## src/hdl/rsfc_pkg.sv

```systemverilog
// ----------------------------------------------------------------------------
// rsfc_pkg - shared types, constants and microcode for the scan calibrator
// Field widths, level thresholds, the micro-op and condition encodings, the
// control store contents and the Q16.16 saturation helper.
// ----------------------------------------------------------------------------
`default_nettype none

package rsfc_pkg;

  // Field widths
  localparam int RAW_W       = 16;
  localparam int SCALE_W     = 24;
  localparam int VOLT_W      = 24;
  localparam int PIX_W       = 32;
  localparam int LEN_W       = 10;
  localparam int COEF_W      = 32;
  localparam int CFG_IDX_W   = 3;
  localparam int CFG_DATA_W  = 32;
  localparam int IN_DATA_W   = 16;
  localparam int OUT_DATA_W  = 48;
  localparam int OUT_PAD_W   = OUT_DATA_W - PIX_W - LEN_W;
  localparam int COEF_IDX_W  = 2;
  localparam int SUM_W       = 42;

  // Levels in Q8.16 volts
  localparam logic signed [VOLT_W-1:0] DIP_LEVEL   = -24'sd622592;
  localparam logic signed [VOLT_W-1:0] RISE_LEVEL  = -24'sd327680;
  localparam logic signed [VOLT_W-1:0] CLOSE_LEVEL = 24'sd622592;

  localparam int LEAD_SKIP   = 3;
  localparam int DELAY_DEPTH = 3;
  localparam int LEN_DROP    = 2;

  typedef logic [3:0][COEF_W-1:0] coef_set_t;

  typedef enum logic [CFG_IDX_W-1:0] {
    REG_ADC_OFFSET,
    REG_VOLTS_SCALE,
    REG_COEF_0,
    REG_COEF_1,
    REG_COEF_2,
    REG_COEF_3,
    REG_REF_VOLTAGE,
    REG_REF_BRIGHTNESS
  } cfg_reg_t;

  typedef enum logic [1:0] {
    PH_DIP,
    PH_RISE,
    PH_LEAD,
    PH_SCAN
  } phase_t;

  // Micro-ops driving the datapath
  typedef enum logic [3:0] {
    UOP_WAIT,
    UOP_VMUL,
    UOP_VSAT,
    UOP_FRAME,
    UOP_NOP,
    UOP_HLOAD,
    UOP_HMUL,
    UOP_HADD,
    UOP_BRIGHT,
    UOP_EMIT,
    UOP_SEEK
  } uop_t;

  // Jump conditions
  typedef enum logic [2:0] {
    C_NEVER,
    C_ALWAYS,
    C_NO_INPUT,
    C_NO_EMIT,
    C_H_DONE,
    C_H_MORE,
    C_OUT_BUSY,
    C_SEEK_MORE
  } cond_t;

  typedef logic [3:0] step_t;

  typedef struct packed {
    uop_t  uop;
    cond_t cond;
    step_t target;
  } ctrl_word_t;

  // Status into the sequencer's condition mux
  typedef struct packed {
    logic in_valid;
    logic emit;
    logic h_done;
    logic out_busy;
    logic seek_more;
  } cond_flags_t;

  // Framer result for the current request
  typedef struct packed {
    logic             emit;
    logic             last;
    logic             ovf;
    logic [LEN_W-1:0] len;
    logic             seek_more;
  } frame_stat_t;

  // Step labels used as jump targets
  localparam step_t ST_WAIT   = 4'd0;
  localparam step_t ST_HMUL   = 4'd6;
  localparam step_t ST_BRIGHT = 4'd8;
  localparam step_t ST_EMIT   = 4'd9;
  localparam step_t ST_SEEK   = 4'd10;

  // Control store
  function automatic ctrl_word_t ucode(input step_t s);
    ctrl_word_t w;
    unique case (s)
      4'd0:    w = '{UOP_WAIT,   C_NO_INPUT,  ST_WAIT};
      4'd1:    w = '{UOP_VMUL,   C_NEVER,     ST_WAIT};
      4'd2:    w = '{UOP_VSAT,   C_NEVER,     ST_WAIT};
      4'd3:    w = '{UOP_FRAME,  C_NEVER,     ST_WAIT};
      4'd4:    w = '{UOP_NOP,    C_NO_EMIT,   ST_SEEK};
      4'd5:    w = '{UOP_HLOAD,  C_H_DONE,    ST_BRIGHT};
      4'd6:    w = '{UOP_HMUL,   C_NEVER,     ST_WAIT};
      4'd7:    w = '{UOP_HADD,   C_H_MORE,    ST_HMUL};
      4'd8:    w = '{UOP_BRIGHT, C_NEVER,     ST_WAIT};
      4'd9:    w = '{UOP_EMIT,   C_OUT_BUSY,  ST_EMIT};
      4'd10:   w = '{UOP_SEEK,   C_SEEK_MORE, ST_SEEK};
      default: w = '{UOP_NOP,    C_ALWAYS,    ST_WAIT};
    endcase
    return w;
  endfunction

  // Saturate a wide two's complement sum to signed 32 bits
  function automatic logic [PIX_W-1:0] sat_pix(input logic [SUM_W-1:0] s);
    logic [PIX_W-1:0] r;
    if (s[SUM_W-1:PIX_W-1] == {(SUM_W-PIX_W+1){s[SUM_W-1]}}) begin
      r = s[PIX_W-1:0];
    end else if (s[SUM_W-1]) begin
      r = {1'b1, {(PIX_W-1){1'b0}}};
    end else begin
      r = {1'b0, {(PIX_W-1){1'b1}}};
    end
    return r;
  endfunction

endpackage

`default_nettype wire

```

## src/hdl/radiometer_scan_framer_calibrator_core.sv

```systemverilog
// ----------------------------------------------------------------------------
// radiometer_scan_framer_calibrator_core - scan framer and pixel calibrator
// Converts ADC samples to volts, frames scans and calibrates the scan samples
// leaving the delay line through a Horner polynomial, under a microcoded sequencer.
// ----------------------------------------------------------------------------
// Flow: a new request is taken only once the previous one, with its pixel and any
// replay of held samples, is through; pace set by the single shared multiplier and
// the sequencer walking one control word a cycle; a stalled output holds it.
// Reset (rst, synchronous): search for a dip, delay line empty, registers at
// their defaults; no clearing pass.
`default_nettype none

module radiometer_scan_framer_calibrator_core #(
  parameter int MAX_SCAN_SAMPLES = 512,
  parameter int MIN_SCAN_SPAN    = 340,
  parameter int COEF_COUNT       = 4
) (
  input  wire logic                               clk,
  input  wire logic                               rst,
  // input stream
  input  wire logic                               s_tvalid,
  output logic                                    s_tready,
  input  wire logic [rsfc_pkg::IN_DATA_W-1:0]     s_tdata,   // [15:0] raw_sample
  // output stream
  output logic                                    m_tvalid,
  input  wire logic                               m_tready,
  output logic [rsfc_pkg::OUT_DATA_W-1:0]         m_tdata,   // [31:0] pixel, [41:32] scan_length
  output logic                                    m_tlast,   // last_of_scan
  output logic                                    m_tuser,   // [0] overflow
  // configuration
  input  wire logic                               cfg_wr_en,
  input  wire logic [rsfc_pkg::CFG_IDX_W-1:0]     cfg_index,
  input  wire logic [rsfc_pkg::CFG_DATA_W-1:0]    cfg_data
);

  logic [rsfc_pkg::RAW_W-1:0]    adc_offset;
  logic [rsfc_pkg::SCALE_W-1:0]  volts_scale;
  rsfc_pkg::coef_set_t           coef;
  logic [rsfc_pkg::VOLT_W-1:0]   ref_voltage;
  logic [rsfc_pkg::PIX_W-1:0]    ref_brightness;

  rsfc_pkg::uop_t                uop;
  rsfc_pkg::cond_flags_t         flags;
  rsfc_pkg::frame_stat_t         stat;
  logic signed [rsfc_pkg::VOLT_W-1:0] volts;
  logic [rsfc_pkg::VOLT_W-1:0]   delay_head;
  logic [rsfc_pkg::PIX_W-1:0]    pixel;
  logic                          h_done;
  logic                          out_busy;
  logic                          out_load;

  logic [rsfc_pkg::PIX_W-1:0]    out_pixel;
  logic [rsfc_pkg::LEN_W-1:0]    out_len;
  logic                          out_last;
  logic                          out_ovf;

  assign s_tready = (uop == rsfc_pkg::UOP_WAIT);
  assign out_busy = m_tvalid && !m_tready;
  assign out_load = (uop == rsfc_pkg::UOP_EMIT) && !out_busy;

  assign flags.in_valid  = s_tvalid;
  assign flags.emit      = stat.emit;
  assign flags.h_done    = h_done;
  assign flags.out_busy  = out_busy;
  assign flags.seek_more = stat.seek_more;

  // Configuration registers
  always_ff @(posedge clk) begin
    if (rst) begin
      adc_offset     <= '0;
      volts_scale    <= 24'd5120;
      coef[0]        <= 32'd0;
      coef[1]        <= 32'd65536;
      coef[2]        <= 32'd0;
      coef[3]        <= 32'd0;
      ref_voltage    <= '0;
      ref_brightness <= '0;
    end else if (cfg_wr_en) begin
      unique case (rsfc_pkg::cfg_reg_t'(cfg_index))
        rsfc_pkg::REG_ADC_OFFSET:     adc_offset     <= cfg_data[rsfc_pkg::RAW_W-1:0];
        rsfc_pkg::REG_VOLTS_SCALE:    volts_scale    <= cfg_data[rsfc_pkg::SCALE_W-1:0];
        rsfc_pkg::REG_COEF_0:         coef[0]        <= cfg_data;
        rsfc_pkg::REG_COEF_1:         coef[1]        <= cfg_data;
        rsfc_pkg::REG_COEF_2:         coef[2]        <= cfg_data;
        rsfc_pkg::REG_COEF_3:         coef[3]        <= cfg_data;
        rsfc_pkg::REG_REF_VOLTAGE:    ref_voltage    <= cfg_data[rsfc_pkg::VOLT_W-1:0];
        rsfc_pkg::REG_REF_BRIGHTNESS: ref_brightness <= cfg_data;
      endcase
    end
  end

  rsfc_seq u_seq (
    .clk   (clk),
    .rst   (rst),
    .flags (flags),
    .uop   (uop)
  );

  rsfc_calc #(
    .COEF_COUNT (COEF_COUNT)
  ) u_calc (
    .clk            (clk),
    .rst            (rst),
    .uop            (uop),
    .in_take        (s_tvalid && s_tready),
    .raw_in         (s_tdata[rsfc_pkg::RAW_W-1:0]),
    .adc_offset     (adc_offset),
    .volts_scale    (volts_scale),
    .coef           (coef),
    .ref_voltage    (ref_voltage),
    .ref_brightness (ref_brightness),
    .delay_head     (delay_head),
    .volts          (volts),
    .pixel          (pixel),
    .h_done         (h_done)
  );

  rsfc_framer #(
    .MAX_SCAN_SAMPLES (MAX_SCAN_SAMPLES),
    .MIN_SCAN_SPAN    (MIN_SCAN_SPAN)
  ) u_framer (
    .clk        (clk),
    .rst        (rst),
    .uop        (uop),
    .volts      (volts),
    .delay_head (delay_head),
    .stat       (stat)
  );

  // Output register valid
  always_ff @(posedge clk) begin
    if (rst) begin
      m_tvalid <= 1'b0;
    end else if (out_load) begin
      m_tvalid <= 1'b1;
    end else if (m_tready) begin
      m_tvalid <= 1'b0;
    end
  end

  // Output payload
  always_ff @(posedge clk) begin
    if (out_load) begin
      out_pixel <= pixel;
      out_last  <= stat.last;
      out_ovf   <= stat.ovf;
      out_len   <= stat.len;
    end
  end

  assign m_tdata = {{rsfc_pkg::OUT_PAD_W{1'b0}}, out_len, out_pixel};
  assign m_tlast = out_last;
  assign m_tuser = out_ovf;

endmodule

`default_nettype wire

```

## src/hdl/rsfc_seq.sv

```systemverilog
// ----------------------------------------------------------------------------
// rsfc_seq - microcode sequencer
// Step counter over the control store; each step either falls through or
// jumps to its target when the selected condition holds.
// ----------------------------------------------------------------------------
`default_nettype none

module rsfc_seq (
  input  wire logic                 clk,
  input  wire logic                 rst,
  input  wire rsfc_pkg::cond_flags_t flags,
  output rsfc_pkg::uop_t            uop
);

  rsfc_pkg::step_t      step;
  rsfc_pkg::step_t      step_next;
  rsfc_pkg::ctrl_word_t cw;
  logic                 take;

  assign cw  = rsfc_pkg::ucode(step);
  assign uop = cw.uop;

  // Condition select
  always_comb begin
    unique case (cw.cond)
      rsfc_pkg::C_NEVER:     take = 1'b0;
      rsfc_pkg::C_ALWAYS:    take = 1'b1;
      rsfc_pkg::C_NO_INPUT:  take = !flags.in_valid;
      rsfc_pkg::C_NO_EMIT:   take = !flags.emit;
      rsfc_pkg::C_H_DONE:    take = flags.h_done;
      rsfc_pkg::C_H_MORE:    take = !flags.h_done;
      rsfc_pkg::C_OUT_BUSY:  take = flags.out_busy;
      rsfc_pkg::C_SEEK_MORE: take = flags.seek_more;
    endcase
  end

  assign step_next = take ? cw.target : step + 4'd1;

  // Step counter
  always_ff @(posedge clk) begin
    if (rst) begin
      step <= rsfc_pkg::ST_WAIT;
    end else begin
      step <= step_next;
    end
  end

endmodule

`default_nettype wire

```

## src/hdl/rsfc_calc.sv

```systemverilog
// ----------------------------------------------------------------------------
// rsfc_calc - arithmetic datapath
// One shared 25x32 signed multiplier serves both the volts conversion and
// the Horner steps; results saturate into Q8.16 volts or Q16.16 pixels.
// ----------------------------------------------------------------------------
`default_nettype none

module rsfc_calc #(
  parameter int COEF_COUNT = 4
) (
  input  wire logic                                  clk,
  input  wire logic                                  rst,
  input  wire rsfc_pkg::uop_t                        uop,
  input  wire logic                                  in_take,
  input  wire logic        [rsfc_pkg::RAW_W-1:0]     raw_in,
  input  wire logic        [rsfc_pkg::RAW_W-1:0]     adc_offset,
  input  wire logic        [rsfc_pkg::SCALE_W-1:0]   volts_scale,
  input  wire rsfc_pkg::coef_set_t                   coef,
  input  wire logic        [rsfc_pkg::VOLT_W-1:0]    ref_voltage,
  input  wire logic        [rsfc_pkg::PIX_W-1:0]     ref_brightness,
  input  wire logic        [rsfc_pkg::VOLT_W-1:0]    delay_head,
  output logic signed      [rsfc_pkg::VOLT_W-1:0]    volts,
  output logic             [rsfc_pkg::PIX_W-1:0]     pixel,
  output logic                                       h_done
);

  localparam int CW = rsfc_pkg::COEF_IDX_W;
  localparam int SW = rsfc_pkg::SUM_W;

  logic        [rsfc_pkg::RAW_W-1:0]   raw;
  logic signed [rsfc_pkg::RAW_W:0]     diff;
  logic signed [24:0]                  mul_a;
  logic signed [31:0]                  mul_b;
  logic signed [56:0]                  mprod;
  logic        [24:0]                  x;
  logic        [rsfc_pkg::PIX_W-1:0]   acc;
  logic        [CW-1:0]                k;
  logic        [rsfc_pkg::COEF_W-1:0]  coef_sel;
  logic        [SW-1:0]                sum_h;
  logic        [SW-1:0]                sum_b;

  // Multiplier operands
  assign diff = $signed({raw[rsfc_pkg::RAW_W-1], raw})
              - $signed({adc_offset[rsfc_pkg::RAW_W-1], adc_offset});

  always_comb begin
    if (uop == rsfc_pkg::UOP_VMUL) begin
      mul_a = {{8{diff[rsfc_pkg::RAW_W]}}, diff};
      mul_b = $signed({8'd0, volts_scale});
    end else begin
      mul_a = $signed(x);
      mul_b = $signed(acc);
    end
  end

  // Horner add and brightness add
  assign coef_sel = coef[k - CW'(1)];
  assign sum_h    = {mprod[56], mprod[56:16]} + {{(SW-32){coef_sel[31]}}, coef_sel};
  assign sum_b    = {{(SW-32){acc[31]}}, acc}
                  + {{(SW-32){ref_brightness[31]}}, ref_brightness};

  assign h_done = (uop == rsfc_pkg::UOP_HLOAD) ? (COEF_COUNT == 1) : (k == CW'(1));
  assign pixel  = acc;

  // Payload registers
  always_ff @(posedge clk) begin
    if (in_take) begin
      raw <= raw_in;
    end
    if (uop == rsfc_pkg::UOP_VMUL || uop == rsfc_pkg::UOP_HMUL) begin
      mprod <= mul_a * mul_b;
    end
    // floor shift by 8, clamp to Q8.16
    if (uop == rsfc_pkg::UOP_VSAT) begin
      if (mprod[56:31] == {26{mprod[56]}}) begin
        volts <= mprod[31:8];
      end else if (mprod[56]) begin
        volts <= 24'sh800000;
      end else begin
        volts <= 24'sh7FFFFF;
      end
    end
    if (uop == rsfc_pkg::UOP_FRAME) begin
      x <= {delay_head[23], delay_head} - {ref_voltage[23], ref_voltage};
    end
    unique case (uop)
      rsfc_pkg::UOP_HLOAD:  acc <= coef[CW'(COEF_COUNT-1)];
      rsfc_pkg::UOP_HADD:   acc <= rsfc_pkg::sat_pix(sum_h);
      rsfc_pkg::UOP_BRIGHT: acc <= rsfc_pkg::sat_pix(sum_b);
      default: ;
    endcase
  end

  // Horner step counter
  always_ff @(posedge clk) begin
    if (rst) begin
      k <= '0;
    end else if (uop == rsfc_pkg::UOP_HLOAD) begin
      k <= CW'(COEF_COUNT-1);
    end else if (uop == rsfc_pkg::UOP_HADD) begin
      k <= k - CW'(1);
    end
  end

endmodule

`default_nettype wire

```

## src/hdl/rsfc_framer.sv

```systemverilog
// ----------------------------------------------------------------------------
// rsfc_framer - scan framing state
// Dip/rise search, lead skip, 3-deep delay line, pixel count and the replay
// of held samples into the search after a scan ends.
// ----------------------------------------------------------------------------
`default_nettype none

module rsfc_framer #(
  parameter int MAX_SCAN_SAMPLES = 512,
  parameter int MIN_SCAN_SPAN    = 340
) (
  input  wire logic                               clk,
  input  wire logic                               rst,
  input  wire rsfc_pkg::uop_t                     uop,
  input  wire logic signed [rsfc_pkg::VOLT_W-1:0] volts,
  output logic        [rsfc_pkg::VOLT_W-1:0]      delay_head,
  output rsfc_pkg::frame_stat_t                   stat
);

  localparam int PCNT_W   = $clog2(MAX_SCAN_SAMPLES + 1);
  localparam int SKIP_MAX = (MIN_SCAN_SPAN > rsfc_pkg::LEAD_SKIP) ?
                            MIN_SCAN_SPAN : rsfc_pkg::LEAD_SKIP;
  localparam int SKIP_W   = $clog2(SKIP_MAX + 1);
  localparam int LW       = rsfc_pkg::LEN_W;
  localparam int VW       = rsfc_pkg::VOLT_W;

  rsfc_pkg::phase_t        phase, phase_next;
  logic [SKIP_W-1:0]       skip, skip_next;
  logic [1:0]              fill, fill_next;
  logic [PCNT_W-1:0]       pcount, pcount_next;
  logic signed [VW-1:0]    delay [rsfc_pkg::DELAY_DEPTH];
  logic signed [VW-1:0]    delay_next [rsfc_pkg::DELAY_DEPTH];
  logic [3:0]              mask, mask_next;
  logic                    emit, emit_next;
  logic                    last, last_next;
  logic                    ovf, ovf_next;
  logic [LW-1:0]           len, len_next;

  logic [PCNT_W-1:0]       pcount_inc;
  logic [LW-1:0]           len_inc;
  logic                    close;
  logic signed [VW-1:0]    seek_val;
  logic [3:0]              low_bit;
  logic [SKIP_W-1:0]       skip_inc;

  assign pcount_inc = pcount + PCNT_W'(1);
  assign skip_inc   = skip + SKIP_W'(1);
  assign len_inc    = (pcount_inc >= PCNT_W'(rsfc_pkg::LEN_DROP)) ?
                      LW'(pcount_inc - PCNT_W'(rsfc_pkg::LEN_DROP)) : '0;
  assign close      = (skip >= SKIP_W'(MIN_SCAN_SPAN)) && (volts >= rsfc_pkg::CLOSE_LEVEL);

  // Outputs: replay head select, status
  always_comb begin
    priority if (mask[0]) begin
      low_bit  = 4'b0001;
      seek_val = delay[0];
    end else if (mask[1]) begin
      low_bit  = 4'b0010;
      seek_val = delay[1];
    end else if (mask[2]) begin
      low_bit  = 4'b0100;
      seek_val = delay[2];
    end else begin
      low_bit  = mask & 4'b1000;
      seek_val = volts;
    end
    delay_head     = delay[0];
    stat.emit      = emit;
    stat.last      = last;
    stat.ovf       = ovf;
    stat.len       = len;
    stat.seek_more = |(mask & ~low_bit);
  end

  // Next state
  always_comb begin
    phase_next  = phase;
    skip_next   = skip;
    fill_next   = fill;
    pcount_next = pcount;
    delay_next  = delay;
    mask_next   = mask;
    emit_next   = emit;
    last_next   = last;
    ovf_next    = ovf;
    len_next    = len;
    unique case (uop)
      rsfc_pkg::UOP_FRAME: begin
        emit_next = 1'b0;
        last_next = 1'b0;
        ovf_next  = 1'b0;
        len_next  = '0;
        mask_next = 4'b0000;
        if (phase != rsfc_pkg::PH_SCAN) begin
          // outside a scan the sample only feeds the search
          mask_next = 4'b1000;
        end else if (close) begin
          phase_next = rsfc_pkg::PH_DIP;
          if (fill == 2'd3) begin
            pcount_next = pcount_inc;
            emit_next   = 1'b1;
            last_next   = 1'b1;
            ovf_next    = (pcount_inc >= PCNT_W'(MAX_SCAN_SAMPLES));
            len_next    = len_inc;
            mask_next   = 4'b1110;
          end else begin
            // early close: replay what was held, then the sample
            unique case (fill)
              2'd0:    mask_next = 4'b1000;
              2'd1:    mask_next = 4'b1001;
              default: mask_next = 4'b1011;
            endcase
          end
        end else begin
          if (skip < SKIP_W'(MIN_SCAN_SPAN)) begin
            skip_next = skip_inc;
          end
          if (fill != 2'd3) begin
            delay_next[fill] = volts;
            fill_next        = fill + 2'd1;
          end else begin
            delay_next[0] = delay[1];
            delay_next[1] = delay[2];
            delay_next[2] = volts;
            pcount_next   = pcount_inc;
            emit_next     = 1'b1;
            if (pcount_inc >= PCNT_W'(MAX_SCAN_SAMPLES)) begin
              last_next  = 1'b1;
              ovf_next   = 1'b1;
              len_next   = len_inc;
              phase_next = rsfc_pkg::PH_DIP;
              mask_next  = 4'b0111;
            end
          end
        end
      end
      rsfc_pkg::UOP_SEEK: begin
        mask_next = mask & ~low_bit;
        if (mask != 4'b0000) begin
          unique case (phase)
            rsfc_pkg::PH_DIP: begin
              if (seek_val < rsfc_pkg::DIP_LEVEL) begin
                phase_next = rsfc_pkg::PH_RISE;
              end
            end
            rsfc_pkg::PH_RISE: begin
              if (seek_val >= rsfc_pkg::RISE_LEVEL) begin
                phase_next = rsfc_pkg::PH_LEAD;
                skip_next  = '0;
              end
            end
            rsfc_pkg::PH_LEAD: begin
              if (skip_inc >= SKIP_W'(rsfc_pkg::LEAD_SKIP)) begin
                phase_next  = rsfc_pkg::PH_SCAN;
                skip_next   = '0;
                fill_next   = '0;
                pcount_next = '0;
              end else begin
                skip_next = skip_inc;
              end
            end
            rsfc_pkg::PH_SCAN: ;
          endcase
        end
      end
      default: ;
    endcase
  end

  // Control state
  always_ff @(posedge clk) begin
    if (rst) begin
      phase  <= rsfc_pkg::PH_DIP;
      skip   <= '0;
      fill   <= '0;
      pcount <= '0;
      mask   <= '0;
      emit   <= 1'b0;
      last   <= 1'b0;
      ovf    <= 1'b0;
      len    <= '0;
      delay  <= '{default: '0};
    end else begin
      phase  <= phase_next;
      skip   <= skip_next;
      fill   <= fill_next;
      pcount <= pcount_next;
      mask   <= mask_next;
      emit   <= emit_next;
      last   <= last_next;
      ovf    <= ovf_next;
      len    <= len_next;
      delay  <= delay_next;
    end
  end

  // Checks
  a_count_in_range: assert property (@(posedge clk) disable iff (rst)
    phase == rsfc_pkg::PH_SCAN |-> pcount < PCNT_W'(MAX_SCAN_SAMPLES))
    else $error("pixel count reached limit inside an open scan");

  a_mid_pixel_keeps_scan: assert property (@(posedge clk) disable iff (rst)
    (uop == rsfc_pkg::UOP_FRAME && phase == rsfc_pkg::PH_SCAN)
      |=> (!emit || last || phase == rsfc_pkg::PH_SCAN))
    else $error("scan left without a final pixel");

  a_flags_need_emit: assert property (@(posedge clk) disable iff (rst)
    (!last || emit) && (!ovf || last))
    else $error("last or overflow flag without a pixel");

endmodule

`default_nettype wire

```

## config.mk

```make
export PLATFORM = sky130hd
export DESIGN_NAME = radiometer_scan_framer_calibrator_core
export DESIGN_NICKNAME = d
export VERILOG_FILES = /design/src/hdl/rsfc_pkg.sv /design/src/hdl/radiometer_scan_framer_calibrator_core.sv /design/src/hdl/rsfc_seq.sv /design/src/hdl/rsfc_calc.sv /design/src/hdl/rsfc_framer.sv
export SDC_FILE = /design/constraint.sdc
export NUM_CORES = 2
export LEC_CHECK = 0
export BUFFER_PORTS_ARGS = -buffer_cell sky130_fd_sc_hd__clkbuf_2
export CORE_MARGIN = 2
export CORE_UTILIZATION = 45
export CTS_CLUSTER_DIAMETER = 50
export DETAILED_ROUTE_END_ITERATION = 6
export GPL_TIMING_DRIVEN = 0
export HOLD_SLACK_MARGIN = 0.08
export PLACE_DENSITY = 0.57
export RECOVER_POWER = 25
export SLEW_MARGIN = 10
export SYNTH_ARGS = -nofsm -noshare
export SYNTH_HDL_FRONTEND = slang
export SYNTH_HIERARCHICAL = 1
export SYNTH_SLANG_ARGS = --single-unit
```

## constraint.sdc

```tcl
create_clock -name clk -period 16.9 [get_ports clk]
set_clock_uncertainty 0.2 [all_clocks]
set_input_delay 2.535 -clock clk [delete_from_list [all_inputs] [get_ports clk]]
set_output_delay 2.535 -clock clk [all_outputs]
set_load 0.01 [all_outputs]
```

* Word level (Yosys, flattened, before mapping)
Memory sizes are Yosys's and may differ from the RTL's. A register that Yosys moved wholly into a read port is not among the register bits.
Index checks and enable logic that the tools add are counted.
Widths: inputs -> output; s select.
** Storage, ports and cells
- Register bits after elaboration :: 541
- Latch bits :: 0
- Bits in writable memories :: 0
- Bits in read-only memories :: 176
- Input bits :: 56
- Output and inout port bits :: 52
- Logic and storage cells :: 229
- Memories :: 1
** Cells by class
- $add $sub $neg :: 10
- $mul :: 1
- Divide/modulo/power cells :: 0
- Magnitude comparators :: 11
- Equality and inequality tests :: 48
- Shift-type cells :: 0
- Mux-type cells :: 86
- Bitwise gates (word level) :: 5
- Reduce and logical (&&, ||, !) cells :: 35
** Memories
- (no name shown) :: depth 16, width 11, read ports 1, clocked after memory_dff 1, wr ports 0, RTL line rsfc_pkg.sv:117 : unique case (s)
** Operators by type and width (number)
- $mux 32 :: 6
- $mux 24 :: 6
- $mux 10 :: 13
- $bwmux 72 :: 1
- $mux 72 :: 1
- $bmux 32 s2 :: 1
- $pmux 32 s2 :: 1
- $mul 25x32->57 :: 1
- $mux 9 :: 6
- $demux 24 s2 :: 1
- $add 41x32->42 :: 1
- $mux 4 :: 9
- $pmux 9 s2 :: 2
- $add 32x32->33 :: 1
- $mux 2 :: 16
- $eq 25x25->1 :: 1
- $mux 25 :: 1
- $sub 24x24->25 :: 1
- $eq 3x3->1 const B :: 8
- $ge 24x20->1 const B :: 1
- $ge 24x21->1 const B :: 1
- $lt 24x21->1 const B :: 1
- $reduce_and 7->1 :: 3
- $eq 10x10->1 :: 2
- 53 further kinds :: 111

* Logic depth before layout (Yosys ltp)
- Word-level depth :: 9
- Depth in mapped cells :: 45
- Gate-level depth less buffers :: 43

* Hierarchy
Netlist, hierarchy kept.
** By module, submodules not included
- rsfc_calc :: instances 1, cells an instance 4313, area an instance 39929.5 µm²
- radiometer_scan_framer_calibrator_core :: instances 1, cells an instance 846, area an instance 10193.5 µm²
- rsfc_framer :: instances 1, cells an instance 737, area an instance 6457.4 µm²
- rsfc_seq :: instances 1, cells an instance 67, area an instance 728.2 µm²

* Worst setup path before layout
OpenSTA, ideal clock, no wires.
- Kind :: register to register
- Start point :: register adc_offset[2] (netlist bit)
- End point :: register u_calc.mprod[56] (data pin)
- Library setup time :: 0.260 ns
- Data arrival time :: 9.896 ns
- Data required time :: 16.440 ns
- Path slack :: 6.544 ns
- Cell stages (with the launch flop) :: 45
- Clock period less this slack :: 10.356 ns
- Path through :: dfxtp_1 > inv_1 > ha_1 > nor2b_1 > o21ai_1 > a21boi_0 > o21ai_0 > a21boi_1 > o21ai_0 > a21boi_1 > o21ai_0 > a21boi_1 > o21a_1 > o2111ai_1 > and4_1 > clkbuf_1 > clkbuf_1 > clkbuf_1 > [... 9 more ...] > fa_1 > inv_1 > fa_1 > inv_1 > ha_1 > and3_1 > a221o_1 > a221o_1 > a31oi_1 > nor2_1 > nor3_1 > a21bo_2 > a41oi_4 > o21ai_4 > a221o_1 > a21o_1 > a21oi_1 > xnor2_1
** Between the ends
- Longest elaborated chain between the ends :: 3
** Ends and longest elaborated chain
- from (decl) :: RTL line radiometer_scan_framer_calibrator_core.sv:36 : logic [rsfc_pkg::RAW_W-1:0] adc_offset;
- from (signal assigned) :: RTL line radiometer_scan_framer_calibrator_core.sv:80 : rsfc_pkg::REG_ADC_OFFSET: adc_offset <= cfg_data[rsfc_pkg::RAW_W-1:0];
- $sub 16x16->17 :: RTL line rsfc_calc.sv:44 : - $signed({adc_offset[rsfc_pkg::RAW_W-1], adc_offset});
- $mux 25 :: RTL line rsfc_calc.sv:47 : if (uop == rsfc_pkg::UOP_VMUL) begin
- $mul 25x32->57 :: RTL line rsfc_calc.sv:71 : mprod <= mul_a * mul_b;
- to (signal assigned) :: RTL line rsfc_calc.sv:71
- to (decl) :: RTL line rsfc_calc.sv:34 : logic signed [56:0] mprod;
No other way between the ends.
A chain may end at the register's enable or synchronous reset.

* Final worst setup path
- Start point :: register u_calc/raw[0] (netlist bit)
- End point :: register u_calc.mprod[56] (data pin)
** Between the ends
- Longest elaborated chain between the ends :: 3
** Ends and longest elaborated chain
- from (decl) :: RTL line rsfc_calc.sv:30 : logic [rsfc_pkg::RAW_W-1:0] raw;
- from (signal assigned) :: RTL line rsfc_calc.sv:68 : raw <= raw_in;
- $sub 16x16->17 :: RTL line rsfc_calc.sv:44
- $mux 25 :: RTL line rsfc_calc.sv:47
- $mul 25x32->57 :: RTL line rsfc_calc.sv:71
No other way between the ends.

==> impl_metrics.toml <==
[run_status]
status = "finished, violations left"
violations = "max-capacitance violations, max-slew violations"

[clocking]
ctsLongestPathBuffers = 3
cts_root_buffer = "clkbuf_16"
clkTransAtPathRegs_ns = 0.07
ctsHtreeMaxLevel = 2
clk_latency_ns = 0.64
ctsResizeCount = 0
post_cts_buffers = 0
cts_inserted_buffers = 56
cts.sinks = 544
cts_tree = "yes"
holdBufCountCts = 0

[floorplan]
die_area_um2 = 130000
rows = 130
die_x_um = 361
core_area_um2 = 126000
start_util = 0.455
io_pins = 108
die_y_um = 361

[sta]
final.setup.worst_slack_ns = 4.22
hold_viol_final = 0
finalSetupViolations = 0
tightest_slew_ns = 1.61
hold_ws_ns = 0.249
min_period_ns = 12.68
post-route-period-util = 0.750
tns_ns = 0
slew-limit-headroom = -0.0849
rsz0062_at_grt = "no"
drv_slew = 24
max_freq_mhz = 78.9

[worst_setup_path]
critical-path-top-delay-family = "compound AO/OA/AOI/OAI gates"
slowest_delay_ns = 0.63
cp-end-kind = "register"
required_ns = 17.07
r2r-start = "u_calc/raw[0]"
cp_common_cell = "fa_1"
cp-startpoint = "u_calc/raw[0]"
worst_ep_arrival_time_ns = 12.85
cp-start-kind = "register"
cp_max_fo = 10
slowest_stage = "clkbuf_1"
crit_buf_inv = 9
criticalPathCategory = "reg2reg"

[grt]
grt_overflow_total = 0
first_global_vias = 45000
grt_pass1_wl_mm = 290
antenna_found_initial = 18
grt_start_max_net_pins = 25
grt_util_all_layers = 0.298

[cells_and_area]
nFillCells = 11900
area_growth_pct = 8.31
nNetsFinal = 7306
drive_gt1_frac = 0.0792

[placement]
place.detailed.hpwl_mm = 158
gp_congestion = 0.982
preCtsSetupSlack_ns = 4.43
port_buffers = 97

[drt]
drtPass1Iterations = 6
wirelength_mm = 192
vias = 44100
wl_per_cell_um = 24.5
ant_nets = 0
viasPerCell = 5.62
drtIter0Drc = 3537
drc_errors = 0

[logic_synthesis]
synth-edff-count = 190
yosys_warnings = 6
yosys_register_bits = 544
seq_area_frac_synth = 0.223
syn_avg_cell_area_um2 = 9.61
synth_flop_cell = "dfxtp_1"
synthArstFlopShare = 0
syn_area_um2 = 57300
ys_types = 125
netlist_instances = 5963

[min_path]
hp-start = "u_framer/len[3]"
hp-class = "reg2reg"

[run]
max_cap_viol_count = 3
final timing paths:
check	cells past startpoint	to	slack [ns]
worst max-delay path	45	u_calc/mprod[56]	4.22
worst min register to register	0	out_len[3]	0.25
worst min-delay path	0	out_len[3]	0.25
worst max register to register	45	u_calc/mprod[56]	4.22
flip-flops by register name, indices dropped and copies added (netlist names), 9 cells and up:
register and flops:
ref_voltage 24, u_framer/delay_head 24, out_pixel 32, u_calc/raw 16, u_calc/pixel 32, u_framer/skip 9, out_len 10, u_framer/delay 48
u_calc/mprod 49, ref_brightness 32, u_calc/volts 24, u_calc/x 25, volts_scale 24, adc_offset 16, u_framer/len 10, u_framer/pcount 10
u_seq/cw 11, coef 128
logic make-up (layout without fill, tap and decap cells):
kind of cell             count (synthesis)  count (layout)  synth area share
flip-flops                             544             544             0.223
buffers and inverters                 1291            1512            0.0904
adder cells (fa/ha/maj)               1110            1110             0.350
other                                    1              14         0.0000654
XOR/XNOR                               149             149            0.0229
AO/OA/AOI/OAI                         1008            1008             0.119
AND/OR/NAND/NOR                       1576            1576             0.137
multiplexers                           284             284            0.0567
cells in the mapped netlist, types with 11 or more instances:
cell / instances / area share
o21a_1: 30 / 0.0039
and3_1: 73 / 0.0080
inv_1: 901 / 0.059
o21bai_1: 15 / 0.0020
nor2b_1: 49 / 0.0053
buf_6: 12 / 0.0024
buf_2: 41 / 0.0036
and2_1: 57 / 0.0062
nand2_1: 483 / 0.032
ha_1: 287 / 0.063
a31oi_1: 25 / 0.0027
a211oi_2: 51 / 0.011
xor2_1: 49 / 0.0075
dfxtp_1: 354 / 0.12
xnor2_1: 99 / 0.015
nor3_1: 52 / 0.0045
mux4_2: 32 / 0.013
o31ai_1: 13 / 0.0017
nor2_1: 344 / 0.023
a211oi_1: 47 / 0.0062
buf_4: 47 / 0.0062
buf_1: 20 / 0.0013
nand3_1: 110 / 0.0096
a21o_1: 69 / 0.0090
a22oi_1: 27 / 0.0035
a21oi_1: 307 / 0.027
o21ai_0: 256 / 0.022
nand4_1: 25 / 0.0027
nand2b_1: 277 / 0.030
clkbuf_1: 266 / 0.017
edfxtp_1: 190 / 0.10
o21ai_1: 11 / 0.00096
fa_1: 822 / 0.29
mux2i_1: 247 / 0.043
per-stage QoR:
step	instance area [um^2]	util	instances
2_1_floorplan	57300	-	5968
3_3_place_gp	59900	0.475	7715
3_5_place_dp	60200	0.478	7733
4_1_cts	62200	0.493	7839
5_1_grt	62000	0.492	7839
6_report	62100	0.492	7847
cell type report:
| cell class | count | area [um^2] | area share |
|---|---|---|---|
| clock inverter | 23 | 258 | 0.00415 |
| buffer | 389 | 1790 | 0.0288 |
| multi-input combinational | 4133 | 39400 | 0.635 |
| inverter | 902 | 3390 | 0.0545 |
| sequential | 544 | 12800 | 0.206 |
| clock buffer | 83 | 1710 | 0.0276 |
| tap | 1650 | 2060 | 0.0333 |
| antenna | 8 | 20.0 | 0.000323 |
| timing repair buffer | 115 | 619 | 0.00998 |
worst register-to-register path, delay by kind of cell (launching register included):
| kind | cells | cell delay (ns) |
|---|---|---|
| adders and majority gates | 10 | 4.27 |
| AOI/OAI and AO/OA | 20 | 4.91 |
| xor gates and xnor gates | 1 | 0.08 |
| and+or+nand+nor | 5 | 0.91 |
| DFF | 1 | 0.37 |
| buffers and inverters | 9 | 1.66 |
placed cells by master, fill, tap and decap left out, types with 27 or more instances in the layout:
| cell | Yosys | routed |
|---|---|---|
| xnor2_1 | 99 | 99 |
| a21oi_1 | 307 | 307 |
| nand2b_1 | 277 | 277 |
| buf_4 | 47 | 45 |
| clkbuf_16 | 0 | 62 |
| nand2_1 | 483 | 483 |
| nor2b_1 | 49 | 49 |
| a211oi_2 | 51 | 52 |
| clkbuf_2 | 2 | 93 |
| fa_1 | 822 | 822 |
| buf_2 | 41 | 39 |
| clkbuf_1 | 266 | 298 |
| dfxtp_1 | 354 | 354 |
| and3_1 | 73 | 73 |
| edfxtp_1 | 190 | 190 |
| mux2i_1 | 247 | 244 |
| nor2_1 | 344 | 343 |
| a21o_1 | 69 | 69 |
| and2_1 | 57 | 57 |
| nand3_1 | 110 | 110 |
| ha_1 | 287 | 287 |
| mux4_2 | 32 | 32 |
| a22oi_1 | 27 | 27 |
| a211oi_1 | 47 | 46 |
| o21ai_0 | 256 | 256 |
| nor3_1 | 52 | 52 |
| inv_1 | 901 | 902 |
| xor2_1 | 49 | 49 |
| o21a_1 | 30 | 30 |
per-layer routing:
| layer | wire (um) | global-route usage | vias to the layer above | part of all wire |
|---|---|---|---|---|
| li1 | - | - | 19800 | - |
| met1 | 82200 | 0.407 | 22300 | 0.43 |
| met2 | 87300 | 0.472 | 1649 | 0.45 |
| met3 | 15000 | 0.0581 | 362 | 0.078 |
| met4 | 7890 | 0.108 | 6 | 0.041 |
| met5 | 35 | 0 | - | 0.00018 |
Power is not shown: default switching activity piles up to over one toggle a cycle in this logic, so the estimate is an artifact.
